$ cat src/hw/rtl/rmj_pkg.sv
// Package for the radar measurement Jacobian core: widths, latencies
// and the small arithmetic helpers. No dependencies.
package rmj_pkg;

	localparam int FRAC_BITS  = 16;
	localparam int VAL_W      = 32;
	localparam int RANGE_W    = 18;
	localparam int CFG_W      = 16;
	localparam logic [CFG_W-1:0] CFG_RESET = 16'd7;

	localparam int SH         = 32 - FRAC_BITS;
	localparam int RAD_W      = 64;
	localparam int SQRT_STEPS = RAD_W / 2;
	localparam int QW         = 33;
	localparam int DIV_LAT    = QW + 1;
	localparam int PROD_W     = QW + 64;
	localparam int RNUM_W     = PROD_W - SH;
	localparam int BNUM_W     = VAL_W + 2 * FRAC_BITS;
	localparam int RMAG_W     = QW - SH;

	function automatic logic [VAL_W-1:0] mag32(input logic [VAL_W-1:0] x);
		mag32 = x[VAL_W-1] ? (~x + 32'd1) : x;
	endfunction

	// number of leading zero bit pairs
	function automatic logic [4:0] lead_pairs(input logic [RAD_W-1:0] s);
		logic [4:0] k;
		k = '0;
		for (int i = 0; i < SQRT_STEPS; i++) begin
			if (s[2*i +: 2] != 2'b00) begin
				k = 5'(SQRT_STEPS - 1 - i);
			end
		end
		lead_pairs = k;
	endfunction

	function automatic logic [VAL_W-1:0] sat32(input logic big, input logic [QW-1:0] q,
			input logic neg);
		logic [VAL_W-1:0] r;
		if (neg) begin
			if (big || q > {1'b0, 32'h8000_0000}) begin
				r = 32'h8000_0000;
			end else begin
				r = ~q[VAL_W-1:0] + 32'd1;
			end
		end else begin
			if (big || q > {1'b0, 32'h7fff_ffff}) begin
				r = 32'h7fff_ffff;
			end else begin
				r = q[VAL_W-1:0];
			end
		end
		sat32 = r;
	endfunction

	function automatic logic [RANGE_W-1:0] sgn18(input logic [RMAG_W-1:0] m, input logic neg);
		logic [RANGE_W-1:0] e;
		e = RANGE_W'(m);
		sgn18 = neg ? (~e + 18'd1) : e;
	endfunction

endpackage

$ cat src/hw/rtl/rmj_sqrt.sv
// Pipelined integer square root, one root bit per stage.
// Depends on rmj_pkg.
module rmj_sqrt (
	input  logic                      clk,
	input  logic                      arst_n,
	input  logic                      en,
	input  logic                      in_valid,
	input  logic [rmj_pkg::RAD_W-1:0] radicand,
	output logic                      out_valid,
	output logic [rmj_pkg::SQRT_STEPS-1:0] root
);
	import rmj_pkg::*;

	localparam int RW = SQRT_STEPS + 2;

	logic [RAD_W-1:0]      rad_s  [1:SQRT_STEPS];
	logic [RW-1:0]         rem_s  [1:SQRT_STEPS];
	logic [SQRT_STEPS-1:0] root_s [1:SQRT_STEPS];
	logic                  vld_s  [1:SQRT_STEPS];

	for (genvar i = 0; i < SQRT_STEPS; i++) begin : g_step
		logic [RAD_W-1:0]      rad_in;
		logic [RW-1:0]         rem_in;
		logic [SQRT_STEPS-1:0] root_in;
		logic                  vld_in;
		logic [RW+1:0]         cur;
		logic [RW+1:0]         trial;
		logic                  take;

		if (i == 0) begin : g_first
			assign rad_in  = radicand;
			assign rem_in  = '0;
			assign root_in = '0;
			assign vld_in  = in_valid;
		end else begin : g_next
			assign rad_in  = rad_s[i];
			assign rem_in  = rem_s[i];
			assign root_in = root_s[i];
			assign vld_in  = vld_s[i];
		end

		assign cur   = {rem_in, rad_in[RAD_W-1 -: 2]};
		assign trial = (RW+2)'({root_in, 2'b01});
		assign take  = cur >= trial;

		always_ff @(posedge clk or negedge arst_n) begin
			if (!arst_n) begin
				vld_s[i+1] <= 1'b0;
			end else if (en) begin
				vld_s[i+1] <= vld_in;
			end
		end

		always_ff @(posedge clk) begin
			if (en) begin
				rad_s[i+1]  <= rad_in << 2;
				rem_s[i+1]  <= take ? RW'(cur - trial) : RW'(cur);
				root_s[i+1] <= {root_in[SQRT_STEPS-2:0], take};
			end
		end
	end

	assign out_valid = vld_s[SQRT_STEPS];
	assign root      = root_s[SQRT_STEPS];

endmodule

$ cat config.mk
export PLATFORM = sky130hd
export DESIGN_NAME = rmj_sqrt
export DESIGN_NICKNAME = d
export VERILOG_FILES = /design/src/hw/rtl/rmj_pkg.sv /design/src/hw/rtl/rmj_sqrt.sv
export SDC_FILE = /design/constraint.sdc
export NUM_CORES = 2
export LEC_CHECK = 0
export BUFFER_PORTS_ARGS = -buffer_cell sky130_fd_sc_hd__buf_2
export CAP_MARGIN = 20
export CORE_ASPECT_RATIO = 1.75
export CORE_MARGIN = 10
export CORE_UTILIZATION = 61
export CTS_CLUSTER_DIAMETER = 150
export CTS_CLUSTER_SIZE = 30
export DETAILED_ROUTE_END_ITERATION = 12
export PLACE_DENSITY_LB_ADDON = 0.08
export SYNTH_ARGS = -nofsm -noshare
export SYNTH_HDL_FRONTEND = slang
export SYNTH_MEMORY_MAX_BITS = 65536
export SYNTH_SLANG_ARGS = --single-unit
$ cat constraint.sdc
create_clock -name clk -period 5.44 [get_ports clk]
set_input_delay 0.816 -clock clk [delete_from_list [all_inputs] [get_ports clk]]
set_output_delay 0.816 -clock clk [all_outputs]
set_load 0.02 [all_outputs]
==> impl_summary.md <==
Status
The flow ran to the end, and the final reports show no timing, DRC or antenna violations.

Cells and area
The layout has about 14000 filler cells. The area growth from synthesis to layout is 5.807%. With fillers left out, the area of the finished cells amounts to ~0.13 mm². The layout net count is 10010. Leaving out fill and tap cells, the most frequent cell in the layout is sky130_fd_sc_hd__edfxtp_1. Leaving out fill and tap cells, the most frequent cells in the layout are sky130_fd_sc_hd__edfxtp_1 (2523), sky130_fd_sc_hd__inv_1 (723), sky130_fd_sc_hd__nand2_1 (700), sky130_fd_sc_hd__a21oi_1 (567), sky130_fd_sc_hd__ha_1 (562).

The sequential standard cell area is approximately 0.077 mm². The utilization after layout is 64.89%. In the final layout, the share of cells above drive strength 1 is around 5.3%. The multi-input combinational cell area is 0.03919 mm².

The final standard cell count with taps included and fillers excluded is 12020.

Global route
The fraction of met3 tracks used by global routing is 2.654%. The via count of the first global-routing pass is approximately 73000. The met2 track demand over resource is around half. The number of antenna violations at the first check in global routing is 9. The global-route usage over all layers is 26.03%. The first global-routing pass estimated between 400000 and 500000 µm of wire.

The global route total overflow is 0. The routing usage on met1 is roughly a quarter. The most utilized layer in the global route result is met2. Entering global routing, the biggest net connects 154 pins.

Placement
Once placement finished, the instance area stood at ~0.12 mm². OpenSTA, run right after detailed placement, puts the worst setup slack at 1175 ps. The number of input and output port buffers inserted is 100. The count of placed standard cells including taps is about 12000.

At the end of routability-driven placement, the weighted congestion stood at around 1. The half-perimeter wire length after detailed placement is approximately 220000 µm.

Route
In the final routed layout, each cell accounts on average for 23.53 µm. The routed layout has just over 70000 vias. The detailed router finished its first iteration with slightly below 5000 violations. Before antenna repair, the detailed router went through 6 iterations. The routed design has 282900 µm of wire. In the routed layout, each cell is associated on average with a via count of 5.968.

The final antenna-violating net count is 0. The remaining design rule violation count is 0.

Pwr
The worst supply voltage drop on vdd is roughly 0.36 mV. Dividing total power by cell area gives a power density of roughly 380 mW/mm². For this design the static power due to leakage is 47.53 nW. The total power consumption of the routed design is between 40 and 50 mW.

Synthesis
The portion of netlist area occupied by mux cells is less than 1%. Each instance of the synthesized netlist takes up on average approximately 13 µm². In the synthesized netlist the dominant register cell turns out to be sky130_fd_sc_hd__edfxtp_1. In this run the cell area of the synthesized design comes to roughly 0.12 mm².

Synthesis inferred about 2600 register bits. The share of synthesized registers carrying an async set or reset is 1.252%. The adder and majority cell fraction of the synthesized area is ~5.9%. Yosys mapped a number of flops with a built-in enable equal to 2523. The number of instances in the synthesized netlist is just over 9000. The biggest area contributor in the post-synthesis netlist is sky130_fd_sc_hd__edfxtp_1.

After synthesis, flip-flops and latches occupy ~64% of the total area. The post-synthesis compound-gate area fraction is between 9 and 10%. After synthesis, the cell types taking the most area are sky130_fd_sc_hd__edfxtp_1 (64%), sky130_fd_sc_hd__ha_1 (5.9%), sky130_fd_sc_hd__xor2_1 (3.1%), sky130_fd_sc_hd__xnor2_1 (3.0%), sky130_fd_sc_hd__a21oi_1 (2.4%). The synthesized netlist net count is around 10000. The synthesized netlist devotes ~10% of its cell area to simple gates. The Yosys step of the flow raised 0 warnings.

After synthesis, the netlist uses 94 different library cells. The parity-gate share of the synthesized area counting xor and xnor cells is under 10%. The share of Yosys cell area claimed by the top area cell type is between 60% and 70%. The main combinational cell family by area after synthesis is simple AND/OR/NAND/NOR gates.

Setup path
Traced cell by cell, the critical path runs through or3_1 > nor2_1 > nand2_1 > nor4_1 > nand3_1 > a21oi_4 > buf_4 > o21ai_0. Tracing the worst setup path back leads to its startpoint at rem_s[0][700]$_DFFE_PP_. On the worst path, the slowest cell contributes a delay of ~700 ps. The critical path is of the reg -> reg type.

The critical register-to-register path startpoint is rem_s[0][700]$_DFFE_PP_. Counting cells, the worst reg-to-reg path comes to 8. The type of element launching the critical path is a register. The worst register-to-register path ends at rem_s[0][728]$_DFFE_PP_.

STA puts the critical path data arrival time at around 4800 ps. The data required time of the worst path is about 5900 ps. Along the worst path, the maximum fanout reaches 35. The cell with the largest stage delay on the worst path is sky130_fd_sc_hd__nor4_1.

The worst setup slack for register-to-register paths is 1110 ps. The endpoint type of the worst setup path is a register.

Die
101 I/O pins were placed. In this run the standard cell core region covers roughly 0.19 mm². The starting density of the core is between 60% and 70%.

The vertical die dimension is about 600 µm. Row generation in the floorplan step produced about 210 rows. The die is between 300 and 400 µm wide. The die covers roughly 0.21 mm².

STA
Setup repair after global routing left no endpoint under its margin. For the pin with the worst max-slew slack, the measured transition is between 1000 and 1500 ps. For the final routed database, the setup TNS stands at 0 ps. The share of the cycle needed by the critical path after routing is about 80%. Setup slack closes at approximately 1100 ps. The highest attainable clock frequency is 0.2309 GHz.

Setup violations remaining at the end of the flow were counted as 0. Hold is met by roughly 65 ps. The max-slew violation total from the final report is 0. After layout, the minimum clock period comes to 4331 ps. The total count of hold-check failures in the final report is 0. The final worst clock skew is around 75 ps.

The worst pin sits at a relative slew slack of 16.66%.

Clock tree
The clock drives about 2600 sinks. Hold repair after CTS inserted 0 buffers. The count of cells resized by post-cts repair is 0. The clock-pin transition on the worst setup and hold timing paths is 120 ps. The CTS tree is yes.

The clock latency of the later-clocked register in the worst-skew pair is roughly 800 ps. The maximum clock path buffer count is 3. In this run, CTS created clock tree buffers numbering 95.

The number of buffers inserted by post-CTS setup repair is 0. The clock root buffer is sky130_fd_sc_hd__clkbuf_16. The H-tree generated during clock tree synthesis spans 3 levels.

Run
The count of maximum capacitance violations is 0.

Min path
The min-delay analysis places its worst path in the category in -> async.
## cells by family (layout without fill, tap and decap cells)
kind of cell | count (synthesis) | count (layout)
flip-flops | 2555 | 2555
AND/OR/NAND/NOR | 2423 | 2423
AO/OA/AOI/OAI | 1881 | 1881
buffers and inverters | 902 | 1055
XOR/XNOR | 833 | 833
adder cells (fa/ha/maj) | 562 | 562
multiplexers | 102 | 102
other | 1 | 19
## critical path, delay by kind of cell, from the launching register on
kind / cells / cell delay [ps]
buffers and inverters: 1 / 410
and+or+nand+nor: 5 / 2020
AOI/OAI and AO/OA: 2 / 920
DFF: 1 / 550
## metal layers
metal,vias up,wire length (µm)
li1,34250,-
met1,34870,87920
met2,1745,157100
met3,876,7912
met4,2,29940
met5,-,15
## synth_stat cells, types with 126 or more instances
master / n
sky130_fd_sc_hd__inv_1: 723
sky130_fd_sc_hd__o21ai_0: 498
sky130_fd_sc_hd__edfxtp_1: 2523
sky130_fd_sc_hd__xnor2_1: 405
sky130_fd_sc_hd__nor3_1: 230
sky130_fd_sc_hd__xor2_1: 427
sky130_fd_sc_hd__nand2_1: 700
sky130_fd_sc_hd__a21o_1: 228
sky130_fd_sc_hd__a21oi_1: 568
sky130_fd_sc_hd__nor4_1: 126
sky130_fd_sc_hd__nor2_1: 557
sky130_fd_sc_hd__ha_1: 562
sky130_fd_sc_hd__clkbuf_1: 155
sky130_fd_sc_hd__nand3_1: 129
## flip-flops by register name, indices dropped and copies added (netlist names)
name / flops
rad_s: 992
g_step.vld_in: 31
root_s: 528
rem_s: 1003
out_valid: 1
## report_power, final
group / switching [mW] / internal, mW
Sequential: 1.96 / 24.8
Combinational: 6.95 / 4.65
Clock: 5.68 / 3.29
Total: 14.6 / 32.8
## worst max-delay path by stage
stage                              end  depth (start not counted)
2_1_floorplan  rem_s[0][346]$_DFFE_PP_                          8
3_3_place_gp   rem_s[0][678]$_DFFE_PP_                         10
3_5_place_dp   rem_s[0][643]$_DFFE_PP_                         10
4_1_cts        rem_s[0][643]$_DFFE_PP_                         10
5_1_grt        rem_s[0][645]$_DFFE_PP_                         10
6_report       rem_s[0][728]$_DFFE_PP_                          8
## cell type report
class,count,area share [%]
well taps,2592,2.575
inverters,727,2.166
repair buffers,200,1.214
multi-input cells,5802,31.11
clock inverters,8,0.1609
clock buffers,120,1.962
flip-flops and latches,2555,60.78
diodes,18,0.03576
Power figures use the tool's default switching activity.
