### src/hw/rtl/rmj_pkg.sv
// Package for the radar measurement Jacobian core: widths, latencies
// and the small arithmetic helpers. No dependencies.
package rmj_pkg;

	localparam int FRAC_BITS  = 16;
	localparam int VAL_W      = 32;
	localparam int RANGE_W    = 18;
	localparam int CFG_W      = 16;
	localparam logic [CFG_W-1:0] CFG_RESET = 16'd7;

	localparam int SH         = 32 - FRAC_BITS;
	localparam int RAD_W      = 64;
	localparam int SQRT_STEPS = RAD_W / 2;
	localparam int QW         = 33;
	localparam int DIV_LAT    = QW + 1;
	localparam int PROD_W     = QW + 64;
	localparam int RNUM_W     = PROD_W - SH;
	localparam int BNUM_W     = VAL_W + 2 * FRAC_BITS;
	localparam int RMAG_W     = QW - SH;

	function automatic logic [VAL_W-1:0] mag32(input logic [VAL_W-1:0] x);
		mag32 = x[VAL_W-1] ? (~x + 32'd1) : x;
	endfunction

	// number of leading zero bit pairs
	function automatic logic [4:0] lead_pairs(input logic [RAD_W-1:0] s);
		logic [4:0] k;
		k = '0;
		for (int i = 0; i < SQRT_STEPS; i++) begin
			if (s[2*i +: 2] != 2'b00) begin
				k = 5'(SQRT_STEPS - 1 - i);
			end
		end
		lead_pairs = k;
	endfunction

	function automatic logic [VAL_W-1:0] sat32(input logic big, input logic [QW-1:0] q,
			input logic neg);
		logic [VAL_W-1:0] r;
		if (neg) begin
			if (big || q > {1'b0, 32'h8000_0000}) begin
				r = 32'h8000_0000;
			end else begin
				r = ~q[VAL_W-1:0] + 32'd1;
			end
		end else begin
			if (big || q > {1'b0, 32'h7fff_ffff}) begin
				r = 32'h7fff_ffff;
			end else begin
				r = q[VAL_W-1:0];
			end
		end
		sat32 = r;
	endfunction

	function automatic logic [RANGE_W-1:0] sgn18(input logic [RMAG_W-1:0] m, input logic neg);
		logic [RANGE_W-1:0] e;
		e = RANGE_W'(m);
		sgn18 = neg ? (~e + 18'd1) : e;
	endfunction

endpackage

### src/hw/rtl/rmj_delay.sv
// Enable-gated delay line carrying side data alongside the arithmetic units.
// Depends on rmj_pkg.
module rmj_delay #(
	parameter int WIDTH = 8,
	parameter int DEPTH = rmj_pkg::DIV_LAT
) (
	input  logic             clk,
	input  logic             en,
	input  logic [WIDTH-1:0] din,
	output logic [WIDTH-1:0] dout
);
	import rmj_pkg::*;

	logic [WIDTH-1:0] data_s [1:DEPTH];

	always_ff @(posedge clk) begin
		if (en) begin
			data_s[1] <= din;
		end
	end

	for (genvar i = 2; i <= DEPTH; i++) begin : g_tap
		always_ff @(posedge clk) begin
			if (en) begin
				data_s[i] <= data_s[i-1];
			end
		end
	end

	assign dout = data_s[DEPTH];

endmodule

### config.mk
export PLATFORM = sky130hd
export DESIGN_NAME = rmj_delay
export DESIGN_NICKNAME = d
export VERILOG_FILES = /design/src/hw/rtl/rmj_pkg.sv /design/src/hw/rtl/rmj_delay.sv
export SDC_FILE = /design/constraint.sdc
export NUM_CORES = 1
export LEC_CHECK = 0
export BUFFER_PORTS_ARGS = -buffer_cell sky130_fd_sc_hd__buf_2
export CAP_MARGIN = 20
export CORE_MARGIN = 3
export CORE_UTILIZATION = 40
export DETAILED_ROUTE_END_ITERATION = 8
export GPL_TIMING_DRIVEN = 0
export RECOVER_POWER = 25
export SLEW_MARGIN = 10
export SYNTH_ARGS = -nofsm -noshare
export SYNTH_HDL_FRONTEND = slang
export SYNTH_SLANG_ARGS = --single-unit
### constraint.sdc
create_clock -name clk -period 1.45 [get_ports clk]
set_input_delay 0.0725 -clock clk [delete_from_list [all_inputs] [get_ports clk]]
set_output_delay 0.0725 -clock clk [all_outputs]
set_load 0.02 [all_outputs]
==> results of run 1 <==
## metal layers
layer	wire length [um]	up-vias
met3	330	26
met1	4030	1356
met5	0	-
met2	3260	48
li1	-	1222
met4	364	0
## cell usage in the layout (no fill, tap or decap), drive strengths merged
cell           n
clkinv         8
clkbuf        28
buf           19
bufinv         3
edfxtp       272
dlygate4sd3    9
clkinvlp       2
## worst max-delay path by stage
stage	endpoint	slack (ns)	depth (start not counted)
floorplan	data_s[10][0]	0.86	0
global placement	data_s[17][0]	-2.93	1
detailed placement	data_s[16][14]	-0.36	3
CTS	data_s[15][14]	0.19	3
global route	data_s[17][0]	0.11	3
finish	data_s[13][3]	0.18	3
## kinds of logic after synthesis
group,Yosys count
DFF,272
## worst max-delay path, cell delays in order
cell	delay, ns
sky130_fd_sc_hd__buf_8	0.29
sky130_fd_sc_hd__buf_16	0.35
sky130_fd_sc_hd__buf_16	0.47
## power by group through the flow
stage	Clock, mW	Sequential, mW	Combinational [mW]
6_report	6.16	9.27	0.211
3_3_place_gp	0	9.47	0.164
4_1_cts	6.39	9.28	0.213
5_1_grt	6.70	9.31	0.235
3_5_place_dp	0	9.43	0.199
2_1_floorplan	0	9.40	0
## stage by stage
| stage | std cells | worst slack [ns] | util | TNS [ns] | instance area [um2] |
|---|---|---|---|---|---|
| finish | 606 | 0.183 | 0.481 | 0 | 9520 |
| global route | 606 | 0.108 | 0.481 | 0 | 9520 |
| CTS | 605 | 0.188 | 0.481 | 0 | 9510 |
| detailed placement | 556 | -0.364 | 0.437 | -48.58 | 8650 |
| global placement | 554 | -2.93 | 0.434 | -793.03 | 8580 |
| floorplan | 272 | 0.861 | - | 0 | 8170 |
## final cells by class
cell class              instances  area [um2]
repair buffers                 28         240
clock buffers                  28         637
clock inverters                13         139
fillers                      1588       10300
flip-flops and latches        272        8170
well taps                     265         332
## timing repair
| item | 4_1_cts | 5_1_grt |
|---|---|---|
| hold buffers | 8 | 1 |
| hold endpoints to repair | 33 | 10 |
| buffers inserted | 0 | 0 |
==> impl_metrics.prom, run 1 <==
# TYPE chip_impl_metric gauge
chip_impl_metric{name="use_met3",unit=""} 0.0237
chip_impl_info{name="synth_flop_cell",value="sky130_fd_sc_hd__edfxtp_1"} 1
chip_impl_metric{name="insertion_delay_of_the_later_clocked_pin_in_the_worst_skew_pair",unit="ns"} 0.50
chip_impl_metric{name="vias_per_cell",unit=""} 4.38
chip_impl_metric{name="die_w",unit="um"} 149
chip_impl_info{name="reg_top3",value="data_s: 272 flops"} 1
chip_impl_metric{name="synth_area",unit="mm2"} 0.00817
chip_impl_metric{name="groute.layer.met2.usage",unit=""} 0.0935
chip_impl_metric{name="power_frac_seq",unit=""} 0.593
chip_impl_metric{name="grtUsageMet1",unit=""} 0.113
chip_impl_metric{name="power_report.internal_total",unit="mW"} 12.9
chip_impl_metric{name="final_wirelength",unit="mm"} 7.98
chip_impl_metric{name="yosys-mux-area-fraction",unit=""} 0
chip_impl_metric{name="gp_congestion",unit=""} 0.574
chip_impl_metric{name="timing.final.max_slew_violations",unit=""} 0
chip_impl_metric{name="final_period_minus_worst_setup_slack",unit="ns"} 1.27
chip_impl_metric{name="grt.total_usage",unit=""} 0.0730
chip_impl_metric{name="cts.path.max_buffers",unit=""} 3
chip_impl_metric{name="timing_hold_violations_final",unit=""} 15
chip_impl_metric{name="synth_edf_count",unit=""} 272
chip_impl_metric{name="design_power_total",unit="mW"} 15.6
chip_impl_metric{name="vdd_drop_max",unit="V"} 0.00113
chip_impl_metric{name="remaining_overflow_grt",unit=""} 0
chip_impl_metric{name="largest_register_ffs",unit=""} 272
chip_impl_metric{name="netlist_instances",unit=""} 272
chip_impl_metric{name="worst_slew_pin_slew",unit="ns"} 0.683
chip_impl_info{name="cts_tree",value="yes"} 1
chip_impl_metric{name="static-leakage-power",unit="nW"} 3.17
chip_impl_metric{name="yosysSeqAreaShare",unit=""} 1.00
chip_impl_metric{name="num_vias",unit=""} 2652
chip_impl_metric{name="starting_density_of_the_core",unit=""} 0.413
chip_impl_metric{name="critPathArrivalTime",unit="ns"} 1.40
chip_impl_metric{name="die_height",unit="um"} 149
chip_impl_metric{name="cts_resized",unit=""} 0
chip_impl_metric{name="post-route-period-util",unit=""} 0.874
chip_impl_info{name="ys_top_cells_by_area",value="sky130_fd_sc_hd__edfxtp_1 (100%)"} 1
chip_impl_metric{name="drt_first_iter_violations",unit=""} 229
chip_impl_info{name="crit-reg2reg-launch",value="data_s[2][11]"} 1
chip_impl_info{name="critPathCaptureType",value="flop"} 1
chip_impl_metric{name="cellPowerDensity",unit="mW/mm2"} 1640
chip_impl_metric{name="setup.reg_to_reg.worst_slack",unit="ns"} 0.80
chip_impl_metric{name="worst_clock_skew",unit="ns"} 0.00443
chip_impl_metric{name="postSynthAreaPerCell",unit="um2"} 30.0
chip_impl_info{name="whs_endpoint",value="data_s[7][1]"} 1
chip_impl_metric{name="worstRegToRegCells",unit=""} 0
chip_impl_metric{name="remaining_max_slew_budget_at_the_tightest_pin",unit=""} 0.544
chip_impl_metric{name="clk_pin_slew_worst_paths",unit="ns"} 0.07
chip_impl_metric{name="netSwitchingFraction",unit=""} 0.177
chip_impl_metric{name="multi_input_comb_area",unit="um2"} 0
chip_impl_metric{name="asyncSetResetFlopFracSynth",unit=""} 0
chip_impl_info{name="top_count_cell_post_synth",value="sky130_fd_sc_hd__edfxtp_1"} 1
chip_impl_info{name="netlist.top_cell.by_area",value="sky130_fd_sc_hd__edfxtp_1"} 1
chip_impl_metric{name="whs_path_depth",unit=""} 1
chip_impl_info{name="worst_setup_path_startpoint",value="en"} 1
chip_impl_metric{name="drt-wirelength-per-cell",unit="um"} 13.2
chip_impl_metric{name="synth-adder-area-share",unit=""} 0
chip_impl_metric{name="comb.multi_input.count",unit=""} 0
chip_impl_metric{name="worstPathMaxFanout",unit=""} 137
chip_impl_info{name="status",value="complete, but fails checks"} 1
chip_impl_metric{name="synth-compound-area-share",unit=""} 0
chip_impl_metric{name="whs",unit="ns"} -0.0202
chip_impl_info{name="hold_class",value="input pin to flop"} 1
chip_impl_metric{name="clock_power_share",unit=""} 0.394
chip_impl_metric{name="port_buffers",unit=""} 17
chip_impl_metric{name="grt_max_degree",unit=""} 138
chip_impl_metric{name="antennaDiodeCount",unit=""} 0
chip_impl_metric{name="synth_simple_gate_area_frac",unit=""} 0
chip_impl_info{name="hold_path_startpoint",value="en"} 1
chip_impl_metric{name="yosysTopAreaCellShare",unit=""} 1.00
chip_impl_metric{name="grt_pass1_wl",unit="mm"} 13.4
chip_impl_metric{name="syn_to_final_growth",unit="%"} 16.5
chip_impl_info{name="registers.top_by_ff_count",value="data_s"} 1
chip_impl_metric{name="total_of_max_cap_violations",unit=""} 0
chip_impl_metric{name="place.detailed.hpwl",unit="mm"} 3.29
chip_impl_metric{name="synthesized_area_fraction_occupied_by_xor_and_xnor_cells",unit=""} 0
chip_impl_info{name="timing.critical_path.from_type",value="input pin"} 1
chip_impl_info{name="path_class",value="input pin to flop"} 1
chip_impl_metric{name="syn_nets",unit=""} 282
chip_impl_metric{name="combinationalPowerShare",unit=""} 0.014
chip_impl_metric{name="final_antenna_net_count",unit=""} 0
chip_impl_info{name="grt-busiest-layer",value="met1"} 1
chip_impl_metric{name="drc",unit=""} 0
chip_impl_info{name="synth.cells.most_frequent",value="sky130_fd_sc_hd__edfxtp_1 (272)"} 1
chip_impl_metric{name="finalSetupViolCount",unit=""} 0
chip_impl_metric{name="yosys_warnings",unit=""} 0
chip_impl_metric{name="grt_pass1_vias",unit=""} 2576
chip_impl_metric{name="synth-seq-cells",unit=""} 272
chip_impl_metric{name="length_of_the_first_detailed_routing_pass_in_iterations",unit=""} 4
chip_impl_metric{name="number_of_buffers_created_by_cts",unit=""} 24
chip_impl_info{name="rsz0062_at_grt",value="no"} 1
chip_impl_metric{name="net-switching-power",unit="mW"} 2.77
chip_impl_metric{name="cts.htree.levels",unit=""} 1
chip_impl_metric{name="antenna_found_initial",unit=""} 0
chip_impl_info{name="failed_checks",value="hold timing"} 1
chip_impl_metric{name="fp-row-count",unit=""} 51
chip_impl_info{name="worst_r2r_endpoint",value="data_s[3][3]"} 1
chip_impl_metric{name="worst-endpoint-required",unit="ns"} 1.58
chip_impl_metric{name="fmax",unit="MHz"} 789
chip_impl_metric{name="yosys.cell_types.count",unit=""} 1
chip_impl_metric{name="tritoncts_num_sinks",unit=""} 272
chip_impl_metric{name="die_area",unit="mm2"} 0.0222
chip_impl_metric{name="finalNetCount",unit=""} 336
chip_impl_info{name="cts_root_buf",value="sky130_fd_sc_hd__clkbuf_16"} 1
chip_impl_metric{name="layout-drive-gt1-share",unit=""} 0.152
chip_impl_metric{name="num_io_pins",unit=""} 18
chip_impl_metric{name="core",unit="mm2"} 0.0198
Power figures use the tool's default switching activity.
==> run 2, diff against run 1 <==
--- a/config.mk
+++ b/config.mk
@@ -9,6 +9,7 @@
 export CAP_MARGIN = 20
 export CORE_MARGIN = 3
 export CORE_UTILIZATION = 40
+export CTS_BUF_LIST = sky130_fd_sc_hd__clkbuf_8
 export DETAILED_ROUTE_END_ITERATION = 8
 export GPL_TIMING_DRIVEN = 0
 export RECOVER_POWER = 25
==> run 2 against run 1 <==
  * The flow now finishes without violations
  * Global-route usage grew 0.46 points
  * Sequential share of layout area grew 0.88 points
  * Cell count grew 4.0%
  * Clock power shrank 14%
  * Wire length grew 3.6%
  * Power shrank 5.4%
  * Combinational power is essentially flat
  * Hold slack gained 0.023 ns
  * Non-clock buffer count shrank 1
  * Clock skew grew 0.0082 ns
  * Clock-buffer cell count grew 13
  * Core utilization shrank 0.49 points
  * Highest routed layer unchanged
==> impl_metrics.prom, run 2 (synthesized netlist as in run 1, its figures left out) <==
# TYPE chip_impl_metric gauge
chip_impl_metric{name="placed_cells",unit=""} 556
chip_impl_metric{name="dpl_cell_area",unit="mm2"} 0.00865
chip_impl_metric{name="worstRegToRegCells",unit=""} 0
chip_impl_metric{name="comb.multi_input.count",unit=""} 0
chip_impl_metric{name="post-route-period-util",unit=""} 0.916
chip_impl_info{name="cts_tree",value="yes"} 1
chip_impl_metric{name="nFillCells",unit=""} 1592
chip_impl_info{name="hold_path_startpoint",value="en"} 1
chip_impl_metric{name="cellPowerDensity",unit="mW/mm2"} 1570
chip_impl_metric{name="power_frac_seq",unit=""} 0.627
chip_impl_metric{name="power_report.internal_total",unit="mW"} 12.0
chip_impl_info{name="registers.top_by_ff_count",value="data_s"} 1
chip_impl_metric{name="grt_max_degree",unit=""} 138
chip_impl_metric{name="net-switching-power",unit="mW"} 2.80
chip_impl_metric{name="remaining_overflow_grt",unit=""} 0
chip_impl_metric{name="vdd_drop_max",unit="V"} 0.000738
chip_impl_metric{name="num_io_pins",unit=""} 18
chip_impl_metric{name="length_of_the_first_detailed_routing_pass_in_iterations",unit=""} 4
chip_impl_metric{name="clk_pin_slew_worst_paths",unit="ns"} 0.06
chip_impl_info{name="crit_path_top_delay_cell",value="sky130_fd_sc_hd__buf_16"} 1
chip_impl_metric{name="whs_path_depth",unit=""} 1
chip_impl_metric{name="cts_resized",unit=""} 0
chip_impl_metric{name="largest_register_ffs",unit=""} 272
chip_impl_metric{name="design_area",unit="mm2"} 0.00942
chip_impl_metric{name="postLayoutSetupSlackWorst",unit="ns"} 0.121
chip_impl_metric{name="fp-row-count",unit=""} 51
chip_impl_metric{name="final_period_minus_worst_setup_slack",unit="ns"} 1.33
chip_impl_metric{name="cts_setup_buffers",unit=""} 0
chip_impl_metric{name="final_core_util",unit=""} 0.476
chip_impl_metric{name="remaining_max_slew_budget_at_the_tightest_pin",unit=""} 0.549
chip_impl_metric{name="die_area",unit="mm2"} 0.0222
chip_impl_metric{name="worstPathMaxFanout",unit=""} 137
chip_impl_info{name="cts_root_buf",value="sky130_fd_sc_hd__clkbuf_8"} 1
chip_impl_metric{name="worst-endpoint-required",unit="ns"} 1.56
chip_impl_metric{name="grt.total_usage",unit=""} 0.0776
chip_impl_metric{name="starting_density_of_the_core",unit=""} 0.413
chip_impl_metric{name="vias_per_cell",unit=""} 4.27
chip_impl_metric{name="timing.final.max_slew_violations",unit=""} 0
chip_impl_metric{name="insertion_delay_of_the_later_clocked_pin_in_the_worst_skew_pair",unit="ns"} 0.49
chip_impl_metric{name="grt_pass1_wl",unit="mm"} 14.0
chip_impl_metric{name="total_of_max_cap_violations",unit=""} 0
chip_impl_metric{name="number_of_buffers_created_by_cts",unit=""} 40
chip_impl_info{name="whs_endpoint",value="data_s[0][10]"} 1
chip_impl_metric{name="timing_hold_violations_final",unit=""} 0
chip_impl_info{name="critPathTopFamily",value="buffers and inverters"} 1
chip_impl_metric{name="cts.htree.levels",unit=""} 2
chip_impl_metric{name="cts.path.max_buffers",unit=""} 3
chip_impl_info{name="crit-reg2reg-launch",value="data_s[1][15]"} 1
chip_impl_metric{name="worst_clock_skew",unit="ns"} 0.0126
chip_impl_metric{name="layout-drive-gt1-share",unit=""} 0.178
chip_impl_metric{name="worst_slew_pin_slew",unit="ns"} 0.677
chip_impl_metric{name="fmax",unit="MHz"} 753
chip_impl_metric{name="final.setup.tns",unit="ns"} 0
chip_impl_info{name="hold_class",value="input pin to flop"} 1
chip_impl_metric{name="finalSetupViolCount",unit=""} 0
chip_impl_metric{name="syn_to_final_growth",unit="%"} 15.3
chip_impl_info{name="status",value="completed"} 1
chip_impl_metric{name="port_buffers",unit=""} 17
chip_impl_metric{name="static-leakage-power",unit="nW"} 3.19
chip_impl_metric{name="whs",unit="ns"} 0.00265
chip_impl_metric{name="final_cell_count_no_fill",unit=""} 630
chip_impl_info{name="most_frequent_standard_cell_in_the_layout_excluding_fill_and_tap_cells",value="sky130_fd_sc_hd__edfxtp_1"} 1
chip_impl_metric{name="antenna_found_initial",unit=""} 0
chip_impl_metric{name="critPathArrivalTime",unit="ns"} 1.44
chip_impl_metric{name="cpPeakStageDelay",unit="ns"} 0.48
chip_impl_metric{name="cts-hold-fix-buffers",unit=""} 8
chip_impl_metric{name="grt_pass1_vias",unit=""} 2795
chip_impl_info{name="path_cells",value="buf_8 -> buf_16 -> buf_16"} 1
chip_impl_metric{name="num_vias",unit=""} 2687
chip_impl_info{name="worst_r2r_endpoint",value="data_s[2][7]"} 1
chip_impl_metric{name="antennaDiodeCount",unit=""} 0
chip_impl_metric{name="gp_congestion",unit=""} 0.574
chip_impl_metric{name="die_height",unit="um"} 149
chip_impl_info{name="reg_top3",value="data_s: 272 flops"} 1
chip_impl_metric{name="netSwitchingFraction",unit=""} 0.189
chip_impl_metric{name="core",unit="mm2"} 0.0198
chip_impl_metric{name="design_power_total",unit="mW"} 14.8
chip_impl_metric{name="critical_path_buf_inv_count",unit=""} 3
chip_impl_metric{name="die_w",unit="um"} 149
chip_impl_metric{name="finalNetCount",unit=""} 351
chip_impl_metric{name="drc",unit=""} 0
chip_impl_metric{name="final_wirelength",unit="mm"} 8.27
chip_impl_info{name="top_library_cells_by_usage_in_the_layout_fill_and_taps_aside",value="sky130_fd_sc_hd__edfxtp_1 (272), sky130_fd_sc_hd__clkbuf_8 (41), sky130_fd_sc_hd__buf_2 (16)"} 1
chip_impl_metric{name="final_antenna_net_count",unit=""} 0
chip_impl_info{name="path_class",value="input pin to flop"} 1
chip_impl_info{name="timing.critical_path.from_type",value="input pin"} 1
chip_impl_metric{name="place.detailed.hpwl",unit="mm"} 3.29
chip_impl_info{name="critPathCaptureType",value="flop"} 1
chip_impl_metric{name="drt-wirelength-per-cell",unit="um"} 13.1
chip_impl_metric{name="tritoncts_num_sinks",unit=""} 272
chip_impl_metric{name="multi_input_comb_area",unit="um2"} 0
chip_impl_metric{name="setup.reg_to_reg.worst_slack",unit="ns"} 0.78
chip_impl_metric{name="combinationalPowerShare",unit=""} 0.014
chip_impl_info{name="rsz0062_at_grt",value="no"} 1
chip_impl_metric{name="dp_slack",unit="ns"} -0.364
chip_impl_metric{name="drt_first_iter_violations",unit=""} 240
chip_impl_info{name="cp_common_cell",value="sky130_fd_sc_hd__buf_16"} 1
chip_impl_metric{name="clock_power_share",unit=""} 0.359
[run 2: cell count changes in the layout (fill, tap and decap cells not counted), sizes merged]
cell	before	now
bufinv	3	1
clkbuf	28	41
clkinv	8	12
clkinvlp	2	0
dlygate4sd3	9	8
inv	0	12
[run 2: layout make-up]
type                    instances  area [um2]  area share
clock buffers                  41         564      0.0599
repair buffers                 27         230      0.0244
well taps                     265         332      0.0352
flip-flops and latches        272        8170       0.867
clock inverters                25         125      0.0133
[run 2: how the worst max path moves through the flow]
stage            startpoint              to  cells after the start
2_1_floorplan  data_s[9][8]   data_s[10][0]                      0
3_3_place_gp             en   data_s[17][0]                      1
3_5_place_dp             en  data_s[16][14]                      3
4_1_cts                  en   data_s[16][3]                      3
5_1_grt                  en  data_s[16][11]                      3
6_report                 en   data_s[10][6]                      3
[run 2: metal layers]
metal  track usage  share of wire  vias to the layer above
li1              -              -                     1256
met5             0              0                        -
met3        0.0307          0.056                       21
met1         0.118           0.51                     1352
met2        0.0980           0.41                       58
met4        0.0352          0.021                        0
[run 2: power groups by stage]
| stage | clock network [mW] | registers [mW] | logic [mW] |
|---|---|---|---|
| after global routing | 5.98 | 9.31 | 0.233 |
| after CTS | 5.58 | 9.28 | 0.213 |
| after global placement | 0 | 9.47 | 0.164 |
| after floorplan | 0 | 9.40 | 0 |
| final | 5.31 | 9.27 | 0.210 |
| after detailed placement | 0 | 9.43 | 0.199 |
==> run 3, diff against run 2 <==
--- a/config.mk
+++ b/config.mk
@@ -5,12 +5,12 @@
 export SDC_FILE = /design/constraint.sdc
 export NUM_CORES = 1
 export LEC_CHECK = 0
-export BUFFER_PORTS_ARGS = -buffer_cell sky130_fd_sc_hd__buf_2
 export CAP_MARGIN = 20
 export CORE_MARGIN = 3
 export CORE_UTILIZATION = 40
 export CTS_BUF_LIST = sky130_fd_sc_hd__clkbuf_8
 export DETAILED_ROUTE_END_ITERATION = 8
+export DONT_BUFFER_PORTS = 1
 export GPL_TIMING_DRIVEN = 0
 export RECOVER_POWER = 25
 export SLEW_MARGIN = 10
==> constraint.sdc (replaced) <==
create_clock -name clk -period 1.3 [get_ports clk]
set_input_delay 0.065 -clock clk [delete_from_list [all_inputs] [get_ports clk]]
set_output_delay 0.065 -clock clk [all_outputs]
set_load 0.02 [all_outputs]
==> run 3 against run 2 <==
  * The flow now finishes with violations (hold timing)
  * Hold slack worse by 0.32 ns
  * Wire length decreased by 2.4%
  * Core utilization is 0.76 points lower
  * Sequential share of layout area rose by 1.4 points
  * Die area is the same
  * First-iteration DRC count increased by 4.2%
  * Global-route usage decreased by 0.24 points
  * Clock power up 12%
  * Critical path depth shrank 3
  * Sequential power up 12%
  * Design area is 1.6% lower
  * Critical path type is now flop to primary output
==> impl_metrics.prom, run 3 (synthesized netlist as in run 1, its figures left out) <==
# TYPE chip_impl_metric gauge
chip_impl_info{name="hold_path_startpoint",value="en"} 1
chip_impl_metric{name="cts_setup_buffers",unit=""} 0
chip_impl_info{name="hold_class",value="input pin to flop"} 1
chip_impl_metric{name="clk_pin_slew_worst_paths",unit="ns"} 0.06
chip_impl_metric{name="timing_hold_violations_final",unit=""} 144
chip_impl_metric{name="grt_max_degree",unit=""} 273
chip_impl_metric{name="grt_pass1_wl",unit="mm"} 13.6
chip_impl_metric{name="final_core_util",unit=""} 0.469
chip_impl_metric{name="num_vias",unit=""} 2666
chip_impl_metric{name="cts-hold-fix-buffers",unit=""} 8
chip_impl_info{name="crit-reg2reg-launch",value="data_s[8][5]"} 1
chip_impl_info{name="worst_setup_path_startpoint",value="data_s[17][6]"} 1
chip_impl_info{name="reg_top3",value="data_s: 272 flops"} 1
chip_impl_info{name="cts_tree",value="yes"} 1
chip_impl_info{name="rsz0062_at_grt",value="no"} 1
chip_impl_metric{name="die_area",unit="mm2"} 0.0222
chip_impl_metric{name="grt_pass1_vias",unit=""} 2710
chip_impl_metric{name="placed_cells",unit=""} 537
chip_impl_info{name="most_frequent_standard_cell_in_the_layout_excluding_fill_and_tap_cells",value="sky130_fd_sc_hd__edfxtp_1"} 1
chip_impl_metric{name="length_of_the_first_detailed_routing_pass_in_iterations",unit=""} 3
chip_impl_metric{name="finalNetCount",unit=""} 332
chip_impl_metric{name="register_area",unit="mm2"} 0.00817
chip_impl_metric{name="final_cell_count_no_fill",unit=""} 612
chip_impl_metric{name="critPathArrivalTime",unit="ns"} 0.97
chip_impl_metric{name="post-route-period-util",unit=""} 0.793
chip_impl_metric{name="number_of_buffers_created_by_cts",unit=""} 40
chip_impl_metric{name="place.detailed.hpwl",unit="mm"} 2.88
chip_impl_info{name="status",value="complete, but fails checks"} 1
chip_impl_metric{name="total_of_max_cap_violations",unit=""} 0
chip_impl_info{name="path_class",value="flop to primary output"} 1
chip_impl_metric{name="num_io_pins",unit=""} 18
chip_impl_metric{name="remaining_max_slew_budget_at_the_tightest_pin",unit=""} 0.673
chip_impl_metric{name="cellPowerDensity",unit="mW/mm2"} 1760
chip_impl_metric{name="grt.total_usage",unit=""} 0.0752
chip_impl_metric{name="drt-wirelength-per-cell",unit="um"} 13.2
chip_impl_metric{name="die_w",unit="um"} 149
chip_impl_metric{name="final_wirelength",unit="mm"} 8.07
chip_impl_metric{name="remaining_overflow_grt",unit=""} 0
chip_impl_metric{name="final.setup.tns",unit="ns"} 0
chip_impl_metric{name="comb.multi_input.count",unit=""} 0
chip_impl_metric{name="antenna_found_initial",unit=""} 0
chip_impl_metric{name="starting_density_of_the_core",unit=""} 0.413
chip_impl_info{name="failed_checks",value="hold timing"} 1
chip_impl_metric{name="multi_input_comb_area",unit="um2"} 0
chip_impl_metric{name="whs",unit="ns"} -0.316
chip_impl_metric{name="final_period_minus_worst_setup_slack",unit="ns"} 1.03
chip_impl_info{name="timing.critical_path.from_type",value="flop"} 1
chip_impl_metric{name="nFillCells",unit=""} 1646
chip_impl_metric{name="fp-row-count",unit=""} 51
chip_impl_metric{name="vdd_drop_max",unit="V"} 0.000937
chip_impl_metric{name="syn_to_final_growth",unit="%"} 13.5
chip_impl_info{name="critPathCaptureType",value="primary output"} 1
chip_impl_metric{name="drt_first_iter_violations",unit=""} 250
chip_impl_metric{name="fmax",unit="MHz"} 971
chip_impl_metric{name="static-leakage-power",unit="nW"} 3.09
chip_impl_metric{name="tritoncts_num_sinks",unit=""} 272
chip_impl_metric{name="worstPathMaxFanout",unit=""} 1
chip_impl_info{name="top_library_cells_by_usage_in_the_layout_fill_and_taps_aside",value="sky130_fd_sc_hd__edfxtp_1 (272), sky130_fd_sc_hd__clkbuf_8 (41), sky130_fd_sc_hd__inv_1 (12), sky130_fd_sc_hd__clkinv_1 (12), sky130_fd_sc_hd__dlygate4sd3_1 (8)"} 1
chip_impl_metric{name="worst_clock_skew",unit="ns"} 0.00911
chip_impl_metric{name="core",unit="mm2"} 0.0198
chip_impl_metric{name="die_height",unit="um"} 149
chip_impl_info{name="cts_root_buf",value="sky130_fd_sc_hd__clkbuf_8"} 1
chip_impl_metric{name="largest_register_ffs",unit=""} 272
chip_impl_metric{name="drc",unit=""} 0
chip_impl_metric{name="worst-endpoint-required",unit="ns"} 1.24
chip_impl_metric{name="layout-drive-gt1-share",unit=""} 0.124
chip_impl_metric{name="final_antenna_net_count",unit=""} 0
chip_impl_metric{name="port_buffers",unit=""} 0
chip_impl_metric{name="cts.htree.levels",unit=""} 2
chip_impl_metric{name="insertion_delay_of_the_later_clocked_pin_in_the_worst_skew_pair",unit="ns"} 0.50
chip_impl_metric{name="worst_slew_pin_slew",unit="ns"} 0.490
chip_impl_metric{name="cts.path.max_buffers",unit=""} 3
chip_impl_metric{name="vias_per_cell",unit=""} 4.36
chip_impl_info{name="registers.top_by_ff_count",value="data_s"} 1
chip_impl_metric{name="antennaDiodeCount",unit=""} 0
chip_impl_metric{name="finalSetupViolCount",unit=""} 0
chip_impl_metric{name="gp_congestion",unit=""} 0.588
chip_impl_metric{name="timing.final.max_slew_violations",unit=""} 0
run 3: cell types whose count changed in the layout (fill, tap and decap cells not counted):
cell,before,now
sky130_fd_sc_hd__clkinv_2,4,1
sky130_fd_sc_hd__buf_2,16,0
sky130_fd_sc_hd__buf_8,1,0
sky130_fd_sc_hd__clkinv_1,8,12
sky130_fd_sc_hd__buf_16,2,0
run 3: timing repair:
action,in CTS,in global routing
resized for setup,0,0
hold endpoints to repair,280,272
endpoints found under the setup margin,0,0
run 3: path summary, 6_finish.rpt:
check                                      to  slack, ns  depth (start not counted)
worst max register to register  data_s[8][13]       0.65                          0
worst min register to register   data_s[5][6]       0.41                          0
worst min-delay path            data_s[0][10]      -0.32                          0
worst max-delay path                  dout[6]       0.27                          0
run 3: report_power, final:
part	leakage, nW	switching, mW	internal, mW	total [mW]
clock network	0.396	2.84	3.10	5.94
logic	0.0334	0.00278	0.0158	0.0186
registers	2.66	0.136	10.2	10.4
run 3: metal layers:
| layer | vias to the layer above | track usage | wire length (um) |
|---|---|---|---|
| met3 | 27 | 0.0316 | 452 |
| met5 | - | 0 | 0 |
| met2 | 61 | 0.0921 | 3260 |
| met4 | 0 | 0.0380 | 243 |
| li1 | 1216 | - | - |
| met1 | 1362 | 0.114 | 4110 |
run 3: cell type report:
cell class	instances	area share
Clock buffer	41	0.0609
Sequential cell	272	0.881
Tap cell	265	0.0358
Clock inverter	26	0.0135
Timing Repair Buffer	8	0.00864
run 3: through the flow:
step                      hold slack [ns]  setup WS [ns]  total power, mW  area, um2
after floorplan                     0.164          0.711             10.5       8170
after global placement              0.164          0.693             10.5       8500
after detailed placement            0.164          0.656             10.5       8500
after CTS                          -0.342          0.224             16.6       9270
after global routing               -0.360          0.205             17.1       9270
final                              -0.316          0.270             16.3       9270
